$ cat config.mk
export PLATFORM = sky130hd
export DESIGN_NAME = ufs_front
export DESIGN_NICKNAME = d
export VERILOG_FILES = /design/src/design/ufs_pkg.sv /design/src/design/ufs_front.sv
export SDC_FILE = /design/constraint.sdc
export NUM_CORES = 1
export LEC_CHECK = 0
export BUFFER_PORTS_ARGS = -buffer_cell sky130_fd_sc_hd__buf_2
export CORE_ASPECT_RATIO = 0.5
export CORE_MARGIN = 5
export CORE_UTILIZATION = 25
export DETAILED_ROUTE_END_ITERATION = 16
export PLACE_DENSITY = 0.47
export SLEW_MARGIN = 15
export SYNTH_ARGS = -nofsm -noshare
export SYNTH_HDL_FRONTEND = slang
export SYNTH_SLANG_ARGS = --single-unit
export TNS_END_PERCENT = 100
$ cat constraint.sdc
create_clock -name clk -period 3.5 [get_ports clk]
set_clock_uncertainty 0.15 [all_clocks]
set_input_delay 0.175 -clock clk [delete_from_list [all_inputs] [get_ports clk]]
set_output_delay 0.175 -clock clk [all_outputs]
set_load 0.01 [all_outputs]
$ cat src/design/ufs_pkg.sv
// ----------------------------------------------------------------------------
// ufs_pkg
// Shared types and constants of the UTF-8 frequency scorer.
// ----------------------------------------------------------------------------
package ufs_pkg;

  localparam logic [1:0] CMD_LOAD   = 2'd0;
  localparam logic [1:0] CMD_BYTE   = 2'd1;
  localparam logic [1:0] CMD_FINISH = 2'd2;

  localparam logic [7:0] ASCII_MAX  = 8'h7F;
  localparam logic [7:0] LEAD_SKIP  = 8'hF0;
  localparam logic [7:0] LEAD_THREE = 8'hE0;
  localparam logic [7:0] LEAD_TWO   = 8'hC0;
  localparam logic [7:0] NIBBLE_LO  = 8'h0F;

  localparam int KEY_W   = 21;
  localparam int SUM_W   = 32;
  localparam int COUNT_W = 24;
  localparam int MEAN_W  = 24;

  typedef enum logic [1:0] {
    OP_LOAD   = 2'd0,
    OP_LOOKUP = 2'd1,
    OP_FINISH = 2'd2
  } op_t;

  typedef struct packed {
    op_t              op;
    logic [KEY_W-1:0] key;
    logic [7:0]       score;
    logic [2:0]       omitted;
  } job_t;

endpackage

$ cat src/design/ufs_front.sv
// ----------------------------------------------------------------------------
// ufs_front
// Accepts items, parses UTF-8 bytes into character keys and issues jobs.
// ----------------------------------------------------------------------------
module ufs_front (
  input  logic          clk,
  input  logic          rst_n,
  input  logic          in_valid,
  output logic          in_ready,
  input  logic [1:0]    in_command,
  input  logic [7:0]    in_text_byte,
  input  logic [4:0]    in_entry_class,
  input  logic [15:0]   in_entry_code,
  input  logic [7:0]    in_entry_score,
  input  logic [2:0]    in_omitted_bytes,
  output logic          job_valid,
  input  logic          job_ready,
  output ufs_pkg::job_t job
);
  import ufs_pkg::*;

  typedef enum logic [1:0] {K_NONE, K_TWO, K_THREE, K_SKIP} kind_t;

  kind_t      kind_r, kind_nxt;
  logic [2:0] pend_r, pend_nxt;
  logic [7:0] lead_r, lead_nxt, mid_r, mid_nxt;
  logic       acc, emit;
  logic [4:0] cls3;

  assign in_ready = job_ready;
  assign acc      = in_valid && in_ready;
  assign cls3     = 5'd1 + {1'b0, lead_r[3:0] & NIBBLE_LO[3:0]};

  always_comb begin
    kind_nxt = kind_r;
    pend_nxt = pend_r;
    lead_nxt = lead_r;
    mid_nxt  = mid_r;
    emit     = 1'b0;
    job.op      = OP_LOAD;
    job.key     = {in_entry_class, in_entry_code};
    job.score   = in_entry_score;
    job.omitted = in_omitted_bytes;
    unique case (in_command)
      CMD_LOAD: emit = 1'b1;
      CMD_FINISH: begin
        emit = 1'b1;
        job.op = OP_FINISH;
        kind_nxt = K_NONE;
        pend_nxt = '0;
        lead_nxt = '0;
        mid_nxt  = '0;
      end
      CMD_BYTE: begin
        if (pend_r != 3'd0) begin
          pend_nxt = pend_r - 3'd1;
          priority case (kind_r)
            K_TWO: begin
              emit = 1'b1;
              job.op = OP_LOOKUP;
              job.key = {5'd0, lead_r, in_text_byte};
              kind_nxt = K_NONE;
              pend_nxt = '0;
            end
            K_THREE: begin
              if (pend_r == 3'd2) begin
                mid_nxt = in_text_byte;
              end else begin
                emit = 1'b1;
                job.op = OP_LOOKUP;
                job.key = {cls3, mid_r, in_text_byte};
                kind_nxt = K_NONE;
                pend_nxt = '0;
              end
            end
            default: begin
              if (pend_r == 3'd1) kind_nxt = K_NONE;
            end
          endcase
        end else if (in_text_byte > ASCII_MAX) begin
          if ((in_text_byte & LEAD_SKIP) == LEAD_SKIP) begin
            kind_nxt = K_SKIP;
            pend_nxt = 3'd3;
          end else if ((in_text_byte & LEAD_THREE) == LEAD_THREE) begin
            kind_nxt = K_THREE;
            lead_nxt = in_text_byte;
            pend_nxt = 3'd2;
          end else if ((in_text_byte & LEAD_TWO) == LEAD_TWO) begin
            kind_nxt = K_TWO;
            lead_nxt = in_text_byte;
            pend_nxt = 3'd1;
          end else begin
            kind_nxt = K_SKIP;
            pend_nxt = 3'd4;
          end
        end
      end
      default: ;
    endcase
  end

  assign job_valid = in_valid && emit;

  always_ff @(posedge clk) begin
    if (!rst_n) begin
      kind_r <= K_NONE;
      pend_r <= '0;
      lead_r <= '0;
      mid_r  <= '0;
    end else if (acc) begin
      kind_r <= kind_nxt;
      pend_r <= pend_nxt;
      lead_r <= lead_nxt;
      mid_r  <= mid_nxt;
    end
  end

endmodule

# ---- Yosys cells after proc, flatten, opt, wreduce, memory -nomap -nowiden
# Index checks and enable logic that the tools add are counted.
dict set report word_totals {
  regBits 21
  input_bits 46
  out_inout_bits 36
  word_cells 72
}
dict set report op_classes {
  add_sub_neg 2
  order_cmp 1
  n_eq_ne 19
  mux 36
  reduce_logical 10
}
# op count
set ops {}
lappend ops {{8-bit 2-to-1 mux} 8}
lappend ops {{22-bit 2-to-1 mux} 2}
lappend ops {{22-bit one-hot mux with 2 select lines} 1}
lappend ops {{8-bit one-hot mux with 2 select lines} 2}
lappend ops {{21-bit 2-to-1 mux} 1}
lappend ops {{3-bit 2-to-1 mux} 6}
lappend ops {{2-bit 2-to-1 mux} 7}
lappend ops {{2-bit one-hot mux with 2 select lines} 3}
lappend ops {{3-bit one-hot mux with 2 select lines} 2}
lappend ops {{2-bit inequality test, second input constant} 5}
lappend ops {{5-bit AND reduction} 2}
lappend ops {{8-bit by 7-bit greater-than comparator with 1-bit output, second input constant} 1}
lappend ops {{2-bit equality test, second input constant} 3}
lappend ops {{3-bit inequality test, second input constant} 2}
lappend ops {{6-bit AND reduction} 1}
lappend ops {{1-bit by 4-bit adder with 5-bit output, first input constant} 1}
lappend ops {{5-bit by 3-bit inequality test with 1-bit output, second input constant} 1}
lappend ops {{2-bit by 1-bit equality test with 1-bit output, second input constant} 2}
lappend ops {{4-bit equality test, second input constant} 1}
lappend ops {{4-bit inequality test, second input constant} 1}
lappend ops {{1-bit one-hot mux with 2 select lines} 2}
lappend ops {{3-bit by 1-bit equality test with 1-bit output, second input constant} 1}
lappend ops {{3-bit by 2-bit equality test with 1-bit output, second input constant} 1}
lappend ops {{3-bit equality test, second input constant} 1}
lappend ops {{9 further kinds} 11}

# ---- Longest topological paths before layout
# Gate-level depths: netlist (run 1).
dict set report depth {
  ltp_word 7
  ltp_mapped 8
  mapped_depth_nobuf 6
}

# ---- Least setup slack after synthesis (run 1)
# Ideal clock, no wire load.
dict set report synth_timing {
  path_kind {register to output}
  startpoint {reg kind_r[0]}
  endpoint {out job_valid}
  arrival_time_ns 1.565
  required_time_ns 3.175
  setup_slack_ns 1.610
  path_stages_with_launch 8
  path_buffers 1
  cell_sequence {dfxtp_1 inv_1 ha_1 nor2b_1 nand2_2 o21ba_1 buf_6 o311a_1}
}
dict set report synth_via {
  elab_chain_len 5
  word_cells_on_any_way 6
  classes_between {eq/ne (2); mux (3); reduce/logical (1)}
}
# element line
set synth_rtl {}
lappend synth_rtl {{from (decl)} ufs_front.sv:24} ;# kind_t kind_r, kind_nxt;
lappend synth_rtl {{from (signal assigned)} ufs_front.sv:111} ;# kind_r <= kind_nxt;
lappend synth_rtl {{2-bit equality test / 2-bit by 1-bit equality test with 1-bit output (equally long branches)} ufs_front.sv:57} ;# priority case (kind_r)
lappend synth_rtl {{1-bit one-hot mux with 2 select lines (*)} ufs_front.sv:57}
lappend synth_rtl {{1-bit 2-to-1 mux (*)} ufs_front.sv:55} ;# if (pend_r != 3'd0) begin
lappend synth_rtl {{1-bit one-hot mux with 2 select lines (*)} ufs_front.sv:44} ;# unique case (in_command)
lappend synth_rtl {{1-bit logical AND (*)} ufs_front.sv:102} ;# assign job_valid = in_valid && emit;
lappend synth_rtl {{to (decl)} ufs_front.sv:16} ;# output logic job_valid,
# Every way passes the cells marked *; elsewhere a longest branch is shown, timed or not.

==> summary.txt, run 1 <==
Run status
  – Status: complete, no violations

Clock network
  – Htree depth: 1
  – CTS tree: yes
  – Post-CTS Setup Bufs: 0
  – Num CTS Buffers: 3
  – Clock transition at the registers of the reported paths: 0.06 ns
  – Post-CTS Resized: 0
  – Root Buffer: clkbuf_16
  – Insertion delay to the later sink of the worst-skew pair: 0.25 ns
  – Clk sinks: 21
  – Max clock buf depth: 2
  – CTS Hold Bufs: 0

Worst setup path
  – CP startpoint kind: flop
  – Worst path max stage delay: 0.64 ns
  – Worst r2r dst: kind_r[0]
  – CP Class: flop to output port
  – CP Cell Sequence: inv_1 -> ha_1 -> a21oi_1 -> o21ai_1 -> buf_4 -> a41oi_1 -> nor2_1 -> buf_2
  – Top delay family on crit path: compound AO/OA/AOI/OAI gates
  – Reg2Reg Depth: 6
  – End of the critical path: job[31]
  – Critical Path RT: 3.17 ns
  – CP startpoint: kind_r[0]
  – Slowest CP cell: o21ai_1
  – Stages on the worst setup path: 8
  – Worst endpoint data arrival time: 2.35 ns
  – Worst R2R Setup Slack: 1.54 ns
  – Critical path endpoint category: output port
  – R2r startpoint: pend_r[0]
  – Crit Path Max Fanout: 11
  – Bufs and invs on worst path: 3

Synth
  – Post-synth EDFFs: 0
  – Mapped cell area: 1680 um^2
  – Ys flop type: dfxtp_1
  – Post-synth top area share: 25.0%
  – Most numerous cell in the Yosys netlist: nand2_1
  – Avg Inst Size Synth: 8.19 um^2
  – Syn. warnings: 0
  – Async SR Flop Fraction: 0%
  – Mapped Nets: 262
  – Synth cell types: 44
  – Largest cells by area after synthesis: dfxtp_1 (25%), mux2i_1 (9.5%), ha_1 (8.2%)
  – Top post-synthesis cells by count: nand2_1 (31), dfxtp_1 (21), mux2i_1 (16)
  – Synth area leader: dfxtp_1
  – Syn Inst Count: ~210
  – Yosys reg bits: 21
  – Sequential cell area fraction in the yosys report: 25.0%

Global route
  – Pin count of the biggest net entering global routing: 33
  – First-pass GRT wire length: 7.76 mm
  – GRT overflow: 0
  – GRT Util Overall: 11.0%
  – Antenna violations before repair: 0
  – Vias in the first global route: 1559

Placed design
  – HPWL after detailed placement: 3.68 mm
  – Placer congestion estimate: 0.872
  – IO Port Bufs: 59

Die
  – Starting density of the core: 25.5%
  – DIE WIDTH: approximately 130 um
  – Die Y: slightly below 70 um
  – Core box area: 6600 um^2
  – Rows: 21
  – Die Area: about 8600 um^2
  – I/O pins: 82

Finish
  – Fillers: roughly 700
  – # nets final: ~310
  – Share of layout cells above drive strength 1: 29.6%
  – # diodes: 0
  – Final core occ: 30.8%
  – Synth-to-Final Area Change: 20.9%

Timing
  – Measured slew at the worst slew-check pin: 0.791 ns
  – Rel. slew slack: between 40% and 50%
  – Fmax: 373 MHz
  – Max-slew violation count: 0
  – Unrepaired setup endpoints after global routing: false
  – Tmin final: ~2.7 ns
  – Final Hold Fails: 0
  – Setup Total Neg Slack: 0 ns
  – Period utilisation layout: 76.5%
  – Final Setup Violations: 0

Routing
  – Drt total wl: about 4.8 mm
  – Drt wl/cell: 14.1 um
  – DRT antenna net count: 0
  – Via/cell ratio: 4.70
  – First-pass iteration count of the detailed router: 4
  – 1st-iter DRT viols: 86
  – Via count: ~1600
  – DR DRC count: 0

Job
  – Max_cap viols: 0

Pwr
  – Worst vdd ir: around 0.13 mV
  – Pwr Total: between 0.0006 and 0.0007 W
  – Pwr dens: ~300 nW/um^2
  – Lkg Pwr: ~0.9 nW

Min path
  – Hold Crit Class: primary input to flop
  – Hold Path Stages: 3
## area by class of cell
class	count	area [um^2]	area share, %
clock inverter	1	5.00	0.247
inverter	10	37.5	1.85
timing repair buffer	61	310	15.3
clock buffer	3	75.1	3.70
multi-input combinational	151	1070	52.5
sequential	21	420	20.7
tap	92	115	5.67
## worst min-delay path: stages
cell     delay (ns)
buf_2          0.10
nand3_1        0.09
mux2i_1        0.07
## registers in the layout, summed over array words and instances (netlist names)
| signal | count |
|---|---|
| lead_r | 8 |
| kind_r | 2 |
| pend_r | 3 |
| mid_r | 8 |
## layout by cell type, fill, tap and decap left out, types with 3 or more instances in the layout
master      n
ha_1       11
nor2_1     12
clkbuf_16   3
o221a_1     3
o21ai_0     9
nand3_1     9
nor2b_1     3
dfxtp_1    21
o22ai_1     3
nand2b_1    3
a22o_1      8
nand2_1    31
a21oi_1     6
inv_1      10
buf_2      59
mux2i_1    16
a22oi_1     8
## where the power goes
part	internal, W	leakage [nW]	switching [W]	total [W]
Sequential	0.000243	0.170	0.00000374	0.000246
Combinational	0.0000486	0.687	0.0000627	0.000111
Clock	0.000154	0.0409	0.0000915	0.000245
Total	0.000445	0.897	0.000158	0.000603
## how the worst min path moves through the flow
stage                         from   endpoint  slack, ns
4_1_cts            in_text_byte[1]  lead_r[1]       0.09
6_report           in_text_byte[2]  lead_r[2]       0.09
3_3_place_gp   in_omitted_bytes[0]     job[0]       0.20
3_5_place_dp   in_omitted_bytes[0]     job[0]       0.20
5_1_grt            in_text_byte[2]   mid_r[2]       0.09
2_1_floorplan      in_text_byte[6]   mid_r[6]       0.19
## kinds of logic (layout without fill, tap and decap cells)
logic type,Yosys count,count (layout),synth area share [%]
AO/OA/AOI/OAI,53,53,24.1
XOR/XNOR,2,2,1.04
adder cells (fa/ha/maj),11,11,8.20
buffers and inverters,33,75,11.5
flip-flops,21,21,25.0
multiplexers,16,16,9.54
AND/OR/NAND/NOR,69,69,20.6
## per-stage QoR
| stage | hold WS (ns) | setup slack, ns | cells | area (um^2) |
|---|---|---|---|---|
| after floorplan | 0.195 | 1.61 | 205 | 1680 |
| after global placement | 0.200 | 1.13 | 335 | 1950 |
| after detailed placement | 0.200 | 1.06 | 335 | 1950 |
| after CTS | 0.0875 | 0.776 | 339 | 2030 |
| after global routing | 0.0933 | 0.564 | 339 | 2030 |
| final | 0.0889 | 0.822 | 339 | 2030 |
## routing by layer
layer  GRT usage [%]  up-vias  part of all wire, %
met4            2.67        0                 0.84
met2            20.0       33                   50
met5               0        -                    0
met1            13.8      748                   44
li1                -      805                    -
met3            1.95        6                  5.0
Note: power is estimated with default switching activity, not from simulation.
==> run 2: changes to the inputs <==
==> constraint.sdc (replaced) <==
create_clock -name clk -period 2.8 [get_ports clk]
set_clock_uncertainty 0.15 [all_clocks]
set_input_delay 0.14 -clock clk [delete_from_list [all_inputs] [get_ports clk]]
set_output_delay 0.14 -clock clk [all_outputs]
set_load 0.01 [all_outputs]
==> summary.txt, run 2 (synthesis results as in run 1) <==
Die
  – DIE WIDTH: 126 um
  – Rows: 21
  – Die Y: roughly 68 um
  – Core box area: 6600 um^2
  – I/O pins: 82
  – Starting density of the core: 25.5%
  – Die Area: 8550 um^2

Min path
  – Hold Crit Class: primary input to flop

Finish
  – Design Area, Final: between 2000 and 2500 um^2
  – Fillers: 695
  – Final core occ: 30.9%
  – Share of layout cells above drive strength 1: 29.8%
  – Most frequent cells in the layout: buf_2 (59), nand2_1 (31), dfxtp_1 (21), mux2i_1 (16), nor2_1 (12)
  – Most common cell after layout, fill and taps aside: buf_2
  – # nets final: 306
  – Largest regs: lead_r x8, mid_r x8, pend_r x3
  – # diodes: 0
  – Synth-to-Final Area Change: 21.3%

Pwr
  – Switching share of power: 25.9%
  – Clock power frac: just over 40%
  – Net switching power: 0.000194 W
  – Worst vdd ir: roughly 0.17 mV
  – Pint: about 0.00056 W
  – Combinational power share: 18.6%
  – Pwr Total: 0.000750 W
  – Lkg Pwr: roughly 0.9 nW
  – Flop pwr share: 41.1%
  – Pwr dens: 368 nW/um^2

Clock network
  – Max clock buf depth: 2
  – Root Buffer: clkbuf_16
  – CTS tree: yes
  – Insertion delay to the later sink of the worst-skew pair: 0.25 ns
  – Htree depth: 1
  – Clk sinks: 21
  – CTS Hold Bufs: 0
  – Num CTS Buffers: 3
  – Clock transition at the registers of the reported paths: 0.06 ns
  – Post-CTS Resized: 0
  – Post-CTS Setup Bufs: 0

Timing
  – Post-route worst setup slack: 0.254 ns
  – Period utilisation layout: 90.9%
  – Final Setup Violations: 0
  – Tmin final: around 2.5 ns
  – Setup Total Neg Slack: 0 ns
  – Final Hold Fails: 0
  – Rel. slew slack: 62.2%
  – Measured slew at the worst slew-check pin: 0.567 ns
  – Unrepaired setup endpoints after global routing: false
  – Fmax: 393 MHz
  – Max-slew violation count: 0

Placed design
  – IO Port Bufs: 59
  – Dpl ws: 0.537 ns
  – Placed cell area: roughly 2000 um^2
  – Placer congestion estimate: 0.732
  – HPWL after detailed placement: 3.70 mm

Worst setup path
  – Crit Path Max Fanout: 10
  – Top delay family on crit path: compound AO/OA/AOI/OAI gates
  – CP startpoint kind: flop
  – Critical Path RT: 2.51 ns
  – CP Class: flop to output port
  – Worst endpoint data arrival time: 2.26 ns
  – Worst path max stage delay: 0.50 ns
  – Slowest CP cell: o21ba_1
  – Bufs and invs on worst path: 2
  – Critical path endpoint category: output port
  – CP Cell Sequence: inv_1 -> ha_1 -> nor2b_1 -> nand2_2 -> o21ba_1 -> a22o_1 -> buf_2

Job
  – Max_cap viols: 0

Run status
  – Status: complete, no violations

Routing
  – 1st-iter DRT viols: 102
  – Drt wl/cell: 14.1 um
  – First-pass iteration count of the detailed router: 4
  – DR DRC count: 0
  – DRT antenna net count: 0
  – Via/cell ratio: 4.71
  – Drt total wl: 4.81 mm
  – Via count: 1600

Global route
  – First-pass GRT wire length: roughly 7.8 mm
  – GRT overflow: 0
  – GRT Util Overall: 11.0%
  – Antenna violations before repair: 0
  – Vias in the first global route: 1586
  – Pin count of the biggest net entering global routing: 33
==> run 2: cell types whose count changed in the layout (fill, tap and decap cells not counted), sizes merged <==
cell | previous run | this run
buf | 61 | 62
==> run 2: power groups by stage <==
stage	Sequential, W	Combinational, W	Clock [W]
6_report	0.000308	0.000140	0.000302
5_1_grt	0.000309	0.000155	0.000324
4_1_cts	0.000308	0.000140	0.000308
3_5_place_dp	0.000315	0.000140	0
3_3_place_gp	0.000315	0.000141	0
2_1_floorplan	0.000312	0.0000979	0
==> run 2: final timing paths <==
| check | startpoint | endpoint | slack, ns | cells after the start |
|---|---|---|---|---|
| setup / recovery | kind_r[0] | job[15] | 0.25 | 7 |
| hold / removal | in_text_byte[3] | mid_r[3] | 0.06 | 3 |
| setup reg to reg | kind_r[1] | mid_r[2] | 0.80 | 5 |
| hold reg to reg | mid_r[1] | mid_r[1] | 0.31 | 2 |
==> run 2: layer usage <==
metal / share of wire [%] / global-route usage, % / up-vias
met5: 0 / 0 / -
met3: 3.9 / 2.03 / 4
met1: 45 / 13.2 / 759
li1: - / - / 807
met4: 0.65 / 2.67 / 0
met2: 50 / 20.9 / 30
==> run 2: stage by stage <==
stage               hold WS, ns  std cells
finish                   0.0557        340
global route             0.0865        340
CTS                      0.0575        340
detailed placement        0.130        336
global placement          0.130        336
floorplan                 0.160        205
==> run 2: final cells by class <==
type | count | area (um^2) | area share (%)
clock buffers | 3 | 75.1 | 3.69
inverters | 10 | 37.5 | 1.84
well taps | 92 | 115 | 5.65
repair buffers | 62 | 318 | 15.6
multi-input cells | 151 | 1070 | 52.3
clock inverters | 1 | 5.00 | 0.246
flip-flops and latches | 21 | 420 | 20.6
==> run 2: tightest hold or removal path, stage by stage <==
cell and delay [ns]:
buf_2 0.11, nand3_1 0.09, mux2i_1 0.07
