$ cat config.mk
export PLATFORM = sky130hd
export DESIGN_NAME = ufs_queue
export DESIGN_NICKNAME = d
export VERILOG_FILES = /design/src/design/ufs_pkg.sv /design/src/design/ufs_queue.sv
export SDC_FILE = /design/constraint.sdc
export NUM_CORES = 1
export LEC_CHECK = 0
export ABC_AREA = 0
export BUFFER_PORTS_ARGS = -buffer_cell sky130_fd_sc_hd__buf_2
export CORE_ASPECT_RATIO = 0.6
export CORE_MARGIN = 2
export CORE_UTILIZATION = 35
export CTS_BUF_LIST = sky130_fd_sc_hd__clkbuf_8
export DETAILED_ROUTE_END_ITERATION = 7
export GPL_TIMING_DRIVEN = 1
export MAX_ROUTING_LAYER = met4
export SLEW_MARGIN = 25
export SYNTH_ARGS = -nofsm -noshare
export SYNTH_HDL_FRONTEND = slang
export SYNTH_SLANG_ARGS = --single-unit
$ cat constraint.sdc
create_clock -name clk -period 2.3 [get_ports clk]
set_input_delay 0.23 -clock clk [delete_from_list [all_inputs] [get_ports clk]]
set_output_delay 0.23 -clock clk [all_outputs]
set_load 0.02 [all_outputs]
$ cat src/design/ufs_pkg.sv
// ----------------------------------------------------------------------------
// ufs_pkg
// Shared types and constants of the UTF-8 frequency scorer.
// ----------------------------------------------------------------------------
package ufs_pkg;

  localparam logic [1:0] CMD_LOAD   = 2'd0;
  localparam logic [1:0] CMD_BYTE   = 2'd1;
  localparam logic [1:0] CMD_FINISH = 2'd2;

  localparam logic [7:0] ASCII_MAX  = 8'h7F;
  localparam logic [7:0] LEAD_SKIP  = 8'hF0;
  localparam logic [7:0] LEAD_THREE = 8'hE0;
  localparam logic [7:0] LEAD_TWO   = 8'hC0;
  localparam logic [7:0] NIBBLE_LO  = 8'h0F;

  localparam int KEY_W   = 21;
  localparam int SUM_W   = 32;
  localparam int COUNT_W = 24;
  localparam int MEAN_W  = 24;

  typedef enum logic [1:0] {
    OP_LOAD   = 2'd0,
    OP_LOOKUP = 2'd1,
    OP_FINISH = 2'd2
  } op_t;

  typedef struct packed {
    op_t              op;
    logic [KEY_W-1:0] key;
    logic [7:0]       score;
    logic [2:0]       omitted;
  } job_t;

endpackage

$ cat src/design/ufs_queue.sv
// ----------------------------------------------------------------------------
// ufs_queue
// Two-entry job queue between the parser and the table engine.
// ----------------------------------------------------------------------------
module ufs_queue (
  input  logic          clk,
  input  logic          rst_n,
  input  logic          wr_valid,
  output logic          wr_ready,
  input  ufs_pkg::job_t wr_job,
  output logic          rd_valid,
  input  logic          rd_ready,
  output ufs_pkg::job_t rd_job
);
  import ufs_pkg::*;

  job_t       mem_r [2];
  logic       wp_r, rp_r;
  logic [1:0] cnt_r;
  logic       wr, rd;

  assign wr_ready = cnt_r != 2'd2;
  assign rd_valid = cnt_r != 2'd0;
  assign rd_job   = mem_r[rp_r];
  assign wr       = wr_valid && wr_ready;
  assign rd       = rd_valid && rd_ready;

  always_ff @(posedge clk) begin
    if (wr) mem_r[wp_r] <= wr_job;
    if (!rst_n) begin
      wp_r  <= 1'b0;
      rp_r  <= 1'b0;
      cnt_r <= '0;
    end else begin
      if (wr) wp_r <= ~wp_r;
      if (rd) rp_r <= ~rp_r;
      cnt_r <= cnt_r + {1'b0, wr} - {1'b0, rd};
    end
  end

endmodule

* Word level (Yosys, flattened, before mapping)
Memories as Yosys holds them, arrays and structs flattened. A register that Yosys moved wholly into a read port is not among the register bits.
Cells that the tools add are included.
** Operators by class
- Eq/ne operators :: 1
- Reduce and logical (&&, ||, !) cells :: 3
- Bitwise logic cells :: 2
- Multiplexer cells :: 4
- Add/sub/neg operators :: 2
** Operators by type and width (count)
- $mux 1 :: 4
- $add 2x1->2 :: 1
- $logic_and 1x1->1 :: 2
- $ne 2x2->1 const B :: 1
- $not 1->1 :: 2
- $reduce_bool 2->1 :: 1
- $sub 2x1->2 :: 1
** Storage, ports and cells
- Input bits :: 38
- Bits in registers :: 4
- Word-level logic and storage cells :: 16
- Memories kept :: 1
- Memory bits (writable) :: 68
** Memory list
- mem_r :: words 2, bits a word 34, read ports 1, clocked after Yosys merged registers in 1, write ports 1, RTL line ufs_queue.sv:17 : job_t mem_r [2];

* Logic depth before layout (Yosys ltp)
Gate-level depths: netlist of the first run.
- Depth in word-level cells :: 4
- Gate-level depth with buffers :: 8
- Gate-level depth less buffers :: 8

* Worst setup path before layout of the first run
Ideal clock, no wire load.
- Path kind :: register to register
- Start :: reg cnt_r[0]
- End :: mem mem_r[0][0] in the netlist's numbering (enable)
- Path slack :: -319 ps
- Stages on the path, launching flop included :: 4
- Setup time :: 425 ps
- Required time :: 1875 ps
- Arrival time :: 2194 ps
- Cells stage by stage :: dfxtp_1 nand2b_1 nand2_1 nor2_1
** Between the ends
- Word-level cells in the longest chain between the ends :: 4
** Ends and longest elaborated chain
- start, declared :: RTL line ufs_queue.sv:19 : logic [1:0] cnt_r;
- start signal, assigned :: RTL line ufs_queue.sv:37 : cnt_r <= cnt_r + {1'b0, wr} - {1'b0, rd};
- $ne 2x2->1 :: RTL line ufs_queue.sv:22 : assign wr_ready = cnt_r != 2'd2;
- via wr_ready :: RTL line ufs_queue.sv:9 : output logic wr_ready,
- $logic_and 1x1->1 :: RTL line ufs_queue.sv:25 : assign wr = wr_valid && wr_ready;
- $mux 1 :: RTL line ufs_queue.sv:29 : if (wr) mem_r[wp_r] <= wr_job;
- $mux 1 (not written as such) :: RTL line ufs_queue.sv:29
- end, declared :: RTL line ufs_queue.sv:17
The timed path passes the listed nets, and every way through them passes these cells.

==> results of run 1 <==
-- final cells by class --
class                      count  share of cell area [%]
timing repair buffer          77                    11.6
clock inverter                 6                    1.50
inverter                       1                   0.107
tap                          108                    3.86
clock buffer                   9                    3.54
multi-input combinational     52                    18.1
sequential                    73                    61.2
-- cells by family (layout without fill, tap and decap cells) --
group           after synthesis  after routing  share of synthesized area [%]
flops                        73             73                           75.3
mux                          35             35                           17.8
simple gates                 11             11                           2.16
buf+inv                       5             93                           2.64
xor+xnor                      3              3                          0.924
fa+ha+maj                     2              2                          0.880
compound gates                1              1                          0.308
-- through the flow --
stage               hold slack [ns]  cells  setup slack, ns  area, sq um  total power (uW)
floorplan                     0.329    130            0.239         2850              2680
global placement              0.417    311            0.665         3330              2960
detailed placement            0.421    311            0.580         3330              2970
CTS                          0.0460    326            0.463         3500              3890
global route                 0.0524    326            0.419         3500              4020
finish                       0.0748    326            0.510         3500              3820
-- how the worst min path moves through the flow --
stage	startpoint	end	slack, ns
3_5_place_dp	wr_job[21]	mem_r[1][21]$_DFFE_PP_	0.42
5_1_grt	wr_job[10]	mem_r[0][10]$_DFFE_PP_	0.05
6_report	wr_job[10]	mem_r[0][10]$_DFFE_PP_	0.07
4_1_cts	wr_job[21]	mem_r[1][21]$_DFFE_PP_	0.05
3_3_place_gp	wr_job[21]	mem_r[0][21]$_DFFE_PP_	0.42
2_1_floorplan	wr_job[0]	mem_r[0][0]$_DFFE_PP_	0.33
-- cells in the mapped netlist (2+ instances only) --
| cell | count |
|---|---|
| and2_1 | 2 |
| buf_12 | 3 |
| dfxtp_1 | 5 |
| edfxtp_1 | 68 |
| ha_1 | 2 |
| mux2_2 | 4 |
| mux2_4 | 30 |
| nand2_1 | 2 |
| nand2b_1 | 2 |
| nor2b_1 | 2 |
| xnor2_1 | 3 |
-- layer usage --
metal  vias to the layer above  global-route usage, %  routed length, um
met5                         -                      -                  0
met4                         0                   5.04                 44
met3                         8                   5.75                458
met2                        63                   16.1               1960
met1                       663                   14.7               2310
li1                        668                      -                  -
-- sequential cells by signal, summed over array words and instances, names as in the netlist, named ones only --
register and flops:
cnt_r 2, mem_r 68, rp_r 1, wp_r 1
-- cells in the final DEF (no fill, tap or decap), drive strengths merged --
cell type | synthesis | routed
buf | 4 | 77
edfxtp | 68 | 68
mux2 | 34 | 34
clkbuf | 0 | 9
dfxtp | 5 | 5
inv | 1 | 3
xnor2 | 3 | 3
clkinv | 0 | 3
nand2b | 2 | 2
nand2 | 2 | 2
nor2b | 2 | 2
and2 | 2 | 2
ha | 2 | 2
o21a | 1 | 1
or2 | 1 | 1
and3 | 1 | 1
nor2 | 1 | 1
mux2i | 1 | 1
bufinv | 0 | 1
-- worst register-to-register path: cells and delay by family (launching register included) --
family	cells	cell delay, ns
buf+inv	1	0.04
xor+xnor	2	0.26
flops	1	0.38
fa+ha+maj	2	0.50
simple gates	3	0.43
-- power groups by stage --
stage | clock (uW) | combinational, uW | sequential [uW]
after CTS | 938 | 1220 | 1730
after global routing | 988 | 1280 | 1750
after detailed placement | 0 | 1210 | 1760
after global placement | 0 | 1200 | 1750
final | 903 | 1190 | 1730
after floorplan | 0 | 932 | 1740
==> flow_metrics.tcl, run 1 <==
set metrics [dict create \
    status "finished clean" \
    seqCellArea_sq_mm 0.00214 \
    setup_viol 0 \
    reg2reg_depth 8 \
    slowest_stage "mux2_2" \
    r2r_start "cnt_r[0]$_SDFF_PN0_" \
    via_per_inst 4.30 \
    switching_share_pct 29.5 \
    ctsHtreeMaxLevel 3 \
    final_hold_viol_count 0 \
    dp_hpwl_um 3220 \
    slew_headroom_pct 67.3 \
    grtUsageTotal_pct 11.8 \
    synth_cell_types 18 \
    cp-endpoint "rd_job[1]" \
    cts_inserted_buffers 9 \
    cts_tree "yes" \
    vdd_drop_max_mv 0.454 \
    drive_gt1_share_pct 59.2 \
    multi_input_area_sq_um 636 \
    r2r_end "cnt_r[1]$_SDFF_PN0_" \
    grt_pass1_vias 1449 \
    yosysTopAreaCell "edfxtp_1" \
    worstPathArrival_ns 1.56 \
    min_path_type "in -> reg" \
    critical_path.cell_chain "buf_4 -> mux2_2 -> buf_2" \
    drtIter0Drc 69 \
    synthesis.nets 170 \
    postRouteAntennaNets 0 \
    synthFlopType "edfxtp_1" \
    start_util_pct 36.1 \
    post-route-util_pct 44.4 \
    synth_cells 130 \
    wl_um 4770 \
    fmax_ghz 0.559 \
    comb_power_share_pct 31.1 \
    wl_per_cell_um 14.6 \
    antenna_found_initial 0 \
    synth-async-reset-ratio_pct 0 \
    maxCapViolCount 0 \
    critPathMaxStageDelay_ns 0.38 \
    grt_pass1_wl_um 7160 \
    p_switching_uw 1130 \
    syn2layout_area_growth_pct 23.1 \
    netlist.area_leader.share_pct 71.8 \
    cp.required_ns 2.07 \
    timing.final.max_slew_violations 0 \
    period_minus_slack_ns 1.79 \
    cts_buffer_depth 2 \
    cellLeakagePower_uw 0.00139 \
    fillerInstances 740 \
    die_area_sq_mm 0.00889 \
    grt_max_degree 35 \
    num_rows 25 \
    internal_power_uw 2700 \
    fin_crit_sh_pct 77.8 \
    r2r_slack_ns 0.58 \
    crit_family "buffers and inverters" \
    seq_area_frac_synth_pct 75.3 \
    clkPwrFrac_pct 23.6 \
    path_buf_inv 2 \
    fp.dieH_um 73.8 \
    drc 0 \
    synth-seq-cells 73 \
    ctsHoldBuffers 0 \
    skew_ns 0.00426 \
    cts_root_buffer "clkbuf_8" \
    cp_max_fo 21 \
    cts_num_sinks 73 \
    synth_area_sq_mm 0.00284 \
    clk_pin_slew_ns 0.07 \
    antenna_cells 0 \
    critical_path_class "reg -> out" \
    post_cts_buffers 0 \
    setup-tns-final_ns 0 \
    syn_avg_cell_area_sq_um 21.9 \
    critical_path_cell_count 3 \
    yosys_warnings 0 \
    io_pins 74 \
    cts-resized-gates 0 \
    vias 1402 \
    dr.pass1.iters 5 \
    overflow 0 \
    tightestPinTransition_ns 0.491 \
    start_kind "flop" \
    synth.area.top_cells "edfxtp_1 72%, mux2_4 16%, dfxtp_1 3.5%" \
    seqPwrFrac_pct 45.3 \
    rsz0062_at_grt "no" \
    die_w_um 120 \
    hold_depth 1 \
    port_buffers 73 \
    cp-end-kind "output pin" \
    synth_edf_count 68 \
    nets 254 \
    p_per_area_mw_per_mm2 1090 \
    clock_latency_ns 0.34 \
    gp_congestion 0.768 \
    core_area_sq_mm 0.00788 \
]
Power figures use the tool's default switching activity.
==> run 2, diff against run 1 <==
- clock period: 2.3 -> 1.82 ns (I/O delays scaled with it)
==> run 2 against run 1 <==
Effect of this change: clock-buffer cell count did not move; utilization rose by 0.57 points; via count rose by 1.7%; global-route usage barely moved; final area rose by 1.3%; die area did not move; final cell count rose by 1.8%; sequential power rose by 27%; register-to-register slack got worse by 0.43 ns; setup slack got worse by 0.36 ns; non-clock buffer count rose by 5.
==> flow_metrics.tcl, run 2 (synthesized netlist as in run 1, its figures left out) <==
set metrics [dict create \
    fin_ws_ns 0.155 \
    clock_latency_ns 0.34 \
    fmax_ghz 0.601 \
    min_path_type "in -> reg" \
    cp_max_fo 4 \
    period_minus_slack_ns 1.67 \
    overflow 0 \
    fp.dieH_um 73.8 \
    cellLeakagePower_uw 0.00140 \
    cts_num_sinks 73 \
    cp.required_ns 2.05 \
    worstPathArrival_ns 1.90 \
    cts_buffer_depth 2 \
    r2r_slack_ns 0.15 \
    io_pins 74 \
    grt_max_degree 35 \
    switching_share_pct 30.4 \
    maxCapViolCount 0 \
    nets 259 \
    antenna_found_initial 0 \
    tightestPinTransition_ns 0.265 \
    dp_hpwl_um 3000 \
    gp_congestion 0.684 \
    seqPwrFrac_pct 46.3 \
    multi_input_area_sq_um 638 \
    start_util_pct 36.1 \
    cts_inserted_buffers 9 \
    seqCellArea_sq_mm 0.00214 \
    wl_um 4720 \
    regMostFlops "mem_r" \
    post-route-util_pct 45.0 \
    largest_register_ffs 68 \
    internal_power_uw 3280 \
    grt_pass1_wl_um 7170 \
    port_buffers 73 \
    fillerInstances 720 \
    reg_top3 "mem_r (68), cnt_r (2)" \
    r2r_end "cnt_r[1]$_SDFF_PN0_" \
    timing.final.max_slew_violations 0 \
    core_area_sq_mm 0.00788 \
    postRouteAntennaNets 0 \
    final_cell_mix "73 x buf_2, 68 x edfxtp_1, 30 x mux2_4, 9 x clkbuf_8" \
    post_cts_buffers 0 \
    setup-tns-final_ns 0 \
    ctsHtreeMaxLevel 3 \
    setup_viol 0 \
    rsz0062_at_grt "no" \
    cp-end-kind "flop" \
    start_kind "flop" \
    wl_per_cell_um 14.2 \
    grt_pass1_vias 1394 \
    clkPwrFrac_pct 21.5 \
    clk_pin_slew_ns 0.07 \
    status "finished clean" \
    fin_crit_sh_pct 91.5 \
    die_w_um 120 \
    critical_path_class "reg -> reg" \
    drc 0 \
    drive_gt1_share_pct 57.6 \
    drtIter0Drc 53 \
    final_hold_viol_count 0 \
    vdd_drop_max_mv 0.707 \
    hold_path_end "mem_r[0][22]$_DFFE_PP_" \
    r2r_start "cnt_r[0]$_SDFF_PN0_" \
    slew_headroom_pct 82.3 \
    num_rows 25 \
    syn2layout_area_growth_pct 24.7 \
    via_per_inst 4.30 \
    hp-start "wr_job[22]" \
    skew_ns 0.00271 \
    antenna_cells 0 \
    reg2reg_depth 8 \
    comb_power_share_pct 32.2 \
    final_common_cell "buf_2" \
    p_switching_uw 1430 \
    dpl_worst_slack_ns 0.148 \
    cts_root_buffer "clkbuf_8" \
    hold_depth 1 \
    dr.pass1.iters 4 \
    die_area_sq_mm 0.00889 \
    vias 1426 \
    p_per_area_mw_per_mm2 1330 \
    cts_tree "yes" \
    grtUsageTotal_pct 11.8 \
]
run 2: cell count changes in the layout (fill, tap and decap cells not counted):
cell | previous run | this run
nand2_2 | 0 | 1
inv_1 | 3 | 5
dlygate4sd3_1 | 0 | 5
buf_12 | 1 | 2
clkinv_2 | 3 | 2
buf_4 | 3 | 2
clkinvlp_4 | 0 | 1
bufinv_16 | 1 | 0
nand2_1 | 2 | 1
run 2: routing by layer:
metal	wire (um)	vias to the layer above	track usage, %
met5	0	-	-
met2	2010	55	16.4
met1	2290	684	14.6
li1	-	680	-
met3	364	7	5.75
met4	59	0	5.04
run 2: worst max-delay path, cell delays in order, from the launching register on:
cell and delay [ns]:
dfxtp_1 0.36, nand2b_1 0.19, nand2_2 0.12, ha_1 0.28, inv_1 0.04, ha_1 0.18, xnor2_1 0.13, xnor2_1 0.12
and2_1 0.15
run 2: what timing repair did:
| item | in CTS | in global routing |
|---|---|---|
| hold buffers | 4 | 1 |
| endpoints found under the hold margin | 8 | 2 |
| resized for setup | 0 | 1 |
| endpoints found under the setup margin | 0 | 1 |
run 2: worst max path at each step:
stage	to	from	cells past startpoint	slack (ns)
finish	cnt_r[1]$_SDFF_PN0_	cnt_r[0]$_SDFF_PN0_	8	0.15
global route	cnt_r[1]$_SDFF_PN0_	cnt_r[0]$_SDFF_PN0_	8	0.007
CTS	rd_job[0]	flop	3	0.11
detailed placement	cnt_r[1]$_SDFF_PN0_	cnt_r[0]$_SDFF_PN0_	8	0.15
global placement	cnt_r[1]$_SDFF_PN0_	cnt_r[0]$_SDFF_PN0_	8	0.20
floorplan	cnt_r[1]$_SDFF_PN0_	cnt_r[0]$_SDFF_PN0_	8	0.06
run 2: layout make-up:
type	count	area share (%)
inverters	1	0.106
clock inverters	7	0.917
well taps	108	3.81
multi-input cells	52	18.0
clock buffers	9	3.49
repair buffers	82	13.3
flip-flops and latches	73	60.4
run 2: metrics by stage:
| stage | hold slack [ns] | cells | power (uW) | area [sq um] |
|---|---|---|---|---|
| 5_1_grt | 0.00341 | 332 | 4970 | 3550 |
| 3_5_place_dp | 0.373 | 311 | 3750 | 3340 |
| 4_1_cts | 0.000844 | 331 | 4800 | 3530 |
| 3_3_place_gp | 0.371 | 311 | 3740 | 3340 |
| 2_1_floorplan | 0.281 | 130 | 3390 | 2850 |
| 6_report | 0.0290 | 332 | 4720 | 3550 |
run 2: power by group through the flow:
stage | Combinational [uW] | Sequential, uW | Clock, uW
2_1_floorplan | 1180 | 2200 | 0
3_3_place_gp | 1520 | 2210 | 0
3_5_place_dp | 1530 | 2220 | 0
4_1_cts | 1540 | 2190 | 1070
5_1_grt | 1630 | 2210 | 1140
6_report | 1520 | 2190 | 1010
==> run 3, diff against run 2 <==
- ABC_AREA: 0 -> 1
- MAX_ROUTING_LAYER: met4 -> not set
- clock period: 1.82 -> 1.95 ns (I/O delays scaled with it)
==> run 3 against run 2 <==
Effect of this change: first-iteration DRC count grew 23%; sequential share of layout area grew 0.62 points; largest cell class unchanged; routed wire length grew 3.6%; clock-buffer cell count is the same; worst hold slack gained 0.010 ns.
==> flow_metrics.tcl, run 3 <==
set metrics [dict create \
    final_cell_mix "73 x buf_2, 68 x edfxtp_1, 30 x mux2_4, 10 x inv_1" \
    finalNonFillerCells 341 \
    cts_root_buffer "clkbuf_8" \
    largest_register_ffs 68 \
    cts_tree "yes" \
    fin_ws_ns 0.195 \
    worstPathArrival_ns 1.56 \
    grt_pass1_vias 1517 \
    synthesis.nets 182 \
    cellLeakagePower_uw 0.00143 \
    wl_per_cell_um 14.3 \
    reg_top3 "mem_r (68), cnt_r (2)" \
    dr.pass1.iters 4 \
    via_per_inst 4.30 \
    drive_gt1_share_pct 54.5 \
    seq_area_frac_synth_pct 75.2 \
    yosysTopAreaCell "edfxtp_1" \
    grt_pass1_wl_um 7580 \
    crit_family "buffers and inverters" \
    stdcell_area_sq_mm 0.00351 \
    core_area_sq_mm 0.00788 \
    grtUsageTotal_pct 12.0 \
    die_area_sq_mm 0.00890 \
    vdd_drop_max_mv 0.743 \
    num_rows 25 \
    timing.final.max_slew_violations 0 \
    ctsHtreeMaxLevel 3 \
    cts_num_sinks 73 \
    post_cts_buffers 0 \
    syn2layout_area_growth_pct 23.2 \
    ctsHoldBuffers 0 \
    gp_congestion 0.730 \
    period_minus_slack_ns 1.76 \
    nets 268 \
    path_buf_inv 2 \
    setup-tns-final_ns 0 \
    critPathMaxStageDelay_ns 0.38 \
    final_common_cell "buf_2" \
    clk_pin_slew_ns 0.07 \
    yosysMostFrequentCell "edfxtp_1" \
    drc 0 \
    cp-end-kind "output pin" \
    dpl_worst_slack_ns 0.394 \
    cts_inserted_buffers 9 \
    synthFlopType "edfxtp_1" \
    rsz0062_at_grt "no" \
    dpl_cell_area_sq_mm 0.00333 \
    post-route-util_pct 44.5 \
    fp.dieH_um 73.9 \
    port_buffers 73 \
    io_pins 74 \
    vias 1467 \
    yosys-top-cells-count "68 x edfxtp_1, 30 x mux2_4, 9 x nand2_1" \
    antenna_cells 0 \
    status "finished clean" \
    slowest_stage "mux2_2" \
    grt_max_degree 22 \
    start_kind "flop" \
    dp_hpwl_um 3330 \
    synth_cells 142 \
    die_w_um 120 \
    critical_path_class "reg -> out" \
    cp.required_ns 1.75 \
    critical_path.cell_chain "buf_4 -> mux2_2 -> buf_2" \
    yosys_warnings 0 \
    slew_headroom_pct 74.2 \
    antenna_found_initial 0 \
    synth.area.top_cells "edfxtp_1 72%, mux2_4 16%, dfxtp_1 3.5%" \
    netlist.area_leader.share_pct 71.7 \
    regMostFlops "mem_r" \
    synth-async-reset-ratio_pct 0 \
    start_util_pct 36.1 \
    cts_buffer_depth 2 \
    syn_avg_cell_area_sq_um 20.1 \
    fin_crit_sh_pct 90.0 \
    maxCapViolCount 0 \
    cp_max_fo 21 \
    clock_latency_ns 0.34 \
    overflow 0 \
    min_path_type "in -> reg" \
    synth_edf_count 68 \
    fmax_ghz 0.570 \
    p_per_area_mw_per_mm2 1280 \
    dp_cells 325 \
    synth_cell_types 12 \
    setup_viol 0 \
    drtIter0Drc 65 \
    postRouteAntennaNets 0 \
    synth_area_sq_mm 0.00285 \
    final_hold_viol_count 0 \
    synth-seq-cells 73 \
    wl_um 4890 \
    tightestPinTransition_ns 0.387 \
    cts-resized-gates 0 \
    skew_ns 0.00367 \
]
## run 3: logic make-up (layout without fill, tap and decap cells)
logic type      Yosys count  in the layout  share of synthesized area [%]
fa+ha+maj                 2              2                          0.878
mux                      34             34                           17.4
flops                    73             73                           75.2
compound gates            2              2                          0.351
buf+inv                  11            102                           3.43
simple gates             20             20                           2.77
## run 3: final timing paths
check,start,to,slack [ns],depth (start not counted)
min reg2reg,rp_r$_SDFFE_PN0P_,rp_r$_SDFFE_PN0P_,0.51,2
max reg2reg,cnt_r[0]$_SDFF_PN0_,cnt_r[1]$_SDFF_PN0_,0.39,10
min,wr_job[29],mem_r[1][29]$_DFFE_PP_,0.04,1
max,flop,rd_job[2],0.19,3
## run 3: worst register-to-register path, delay by kind of cell (launching register included)
family / cells / cell delay, ns
adders and majority gates: 2 / 0.47
DFF: 1 / 0.36
and+or+nand+nor: 4 / 0.34
buffers and inverters: 3 / 0.15
AOI/OAI and AO/OA: 1 / 0.12
## run 3: metrics by stage
step	power (uW)	hold WS (ns)
finish	4490	0.0391
floorplan	3150	0.288
global route	4740	0.0100
detailed placement	3490	0.386
CTS	4580	0.0109
global placement	3480	0.383
## run 3: power breakdown
part / internal, uW / switching, uW / total (uW)
clock network: 568 / 496 / 1060
registers: 1990 / 68.6 / 2050
logic: 593 / 780 / 1370
total: 3150 / 1340 / 4490
## run 3: per-layer routing
| layer | vias up | track usage, % | wire length [um] |
|---|---|---|---|
| met1 | 706 | 14.8 | 2300 |
| met5 | - | 0 | 0 |
| met2 | 53 | 17.6 | 2120 |
| met4 | 0 | 4.26 | 35 |
| li1 | 704 | - | - |
| met3 | 4 | 7.14 | 427 |
## run 3: cell type report
type,count,area (sq um)
Timing Repair Buffer,79,410
Clock buffer,9,124
Fill cell,752,4370
Tap cell,108,135
Multi-Input combinational cell,58,617
Inverter,7,26.3
Clock inverter,7,55.1
Sequential cell,73,2140
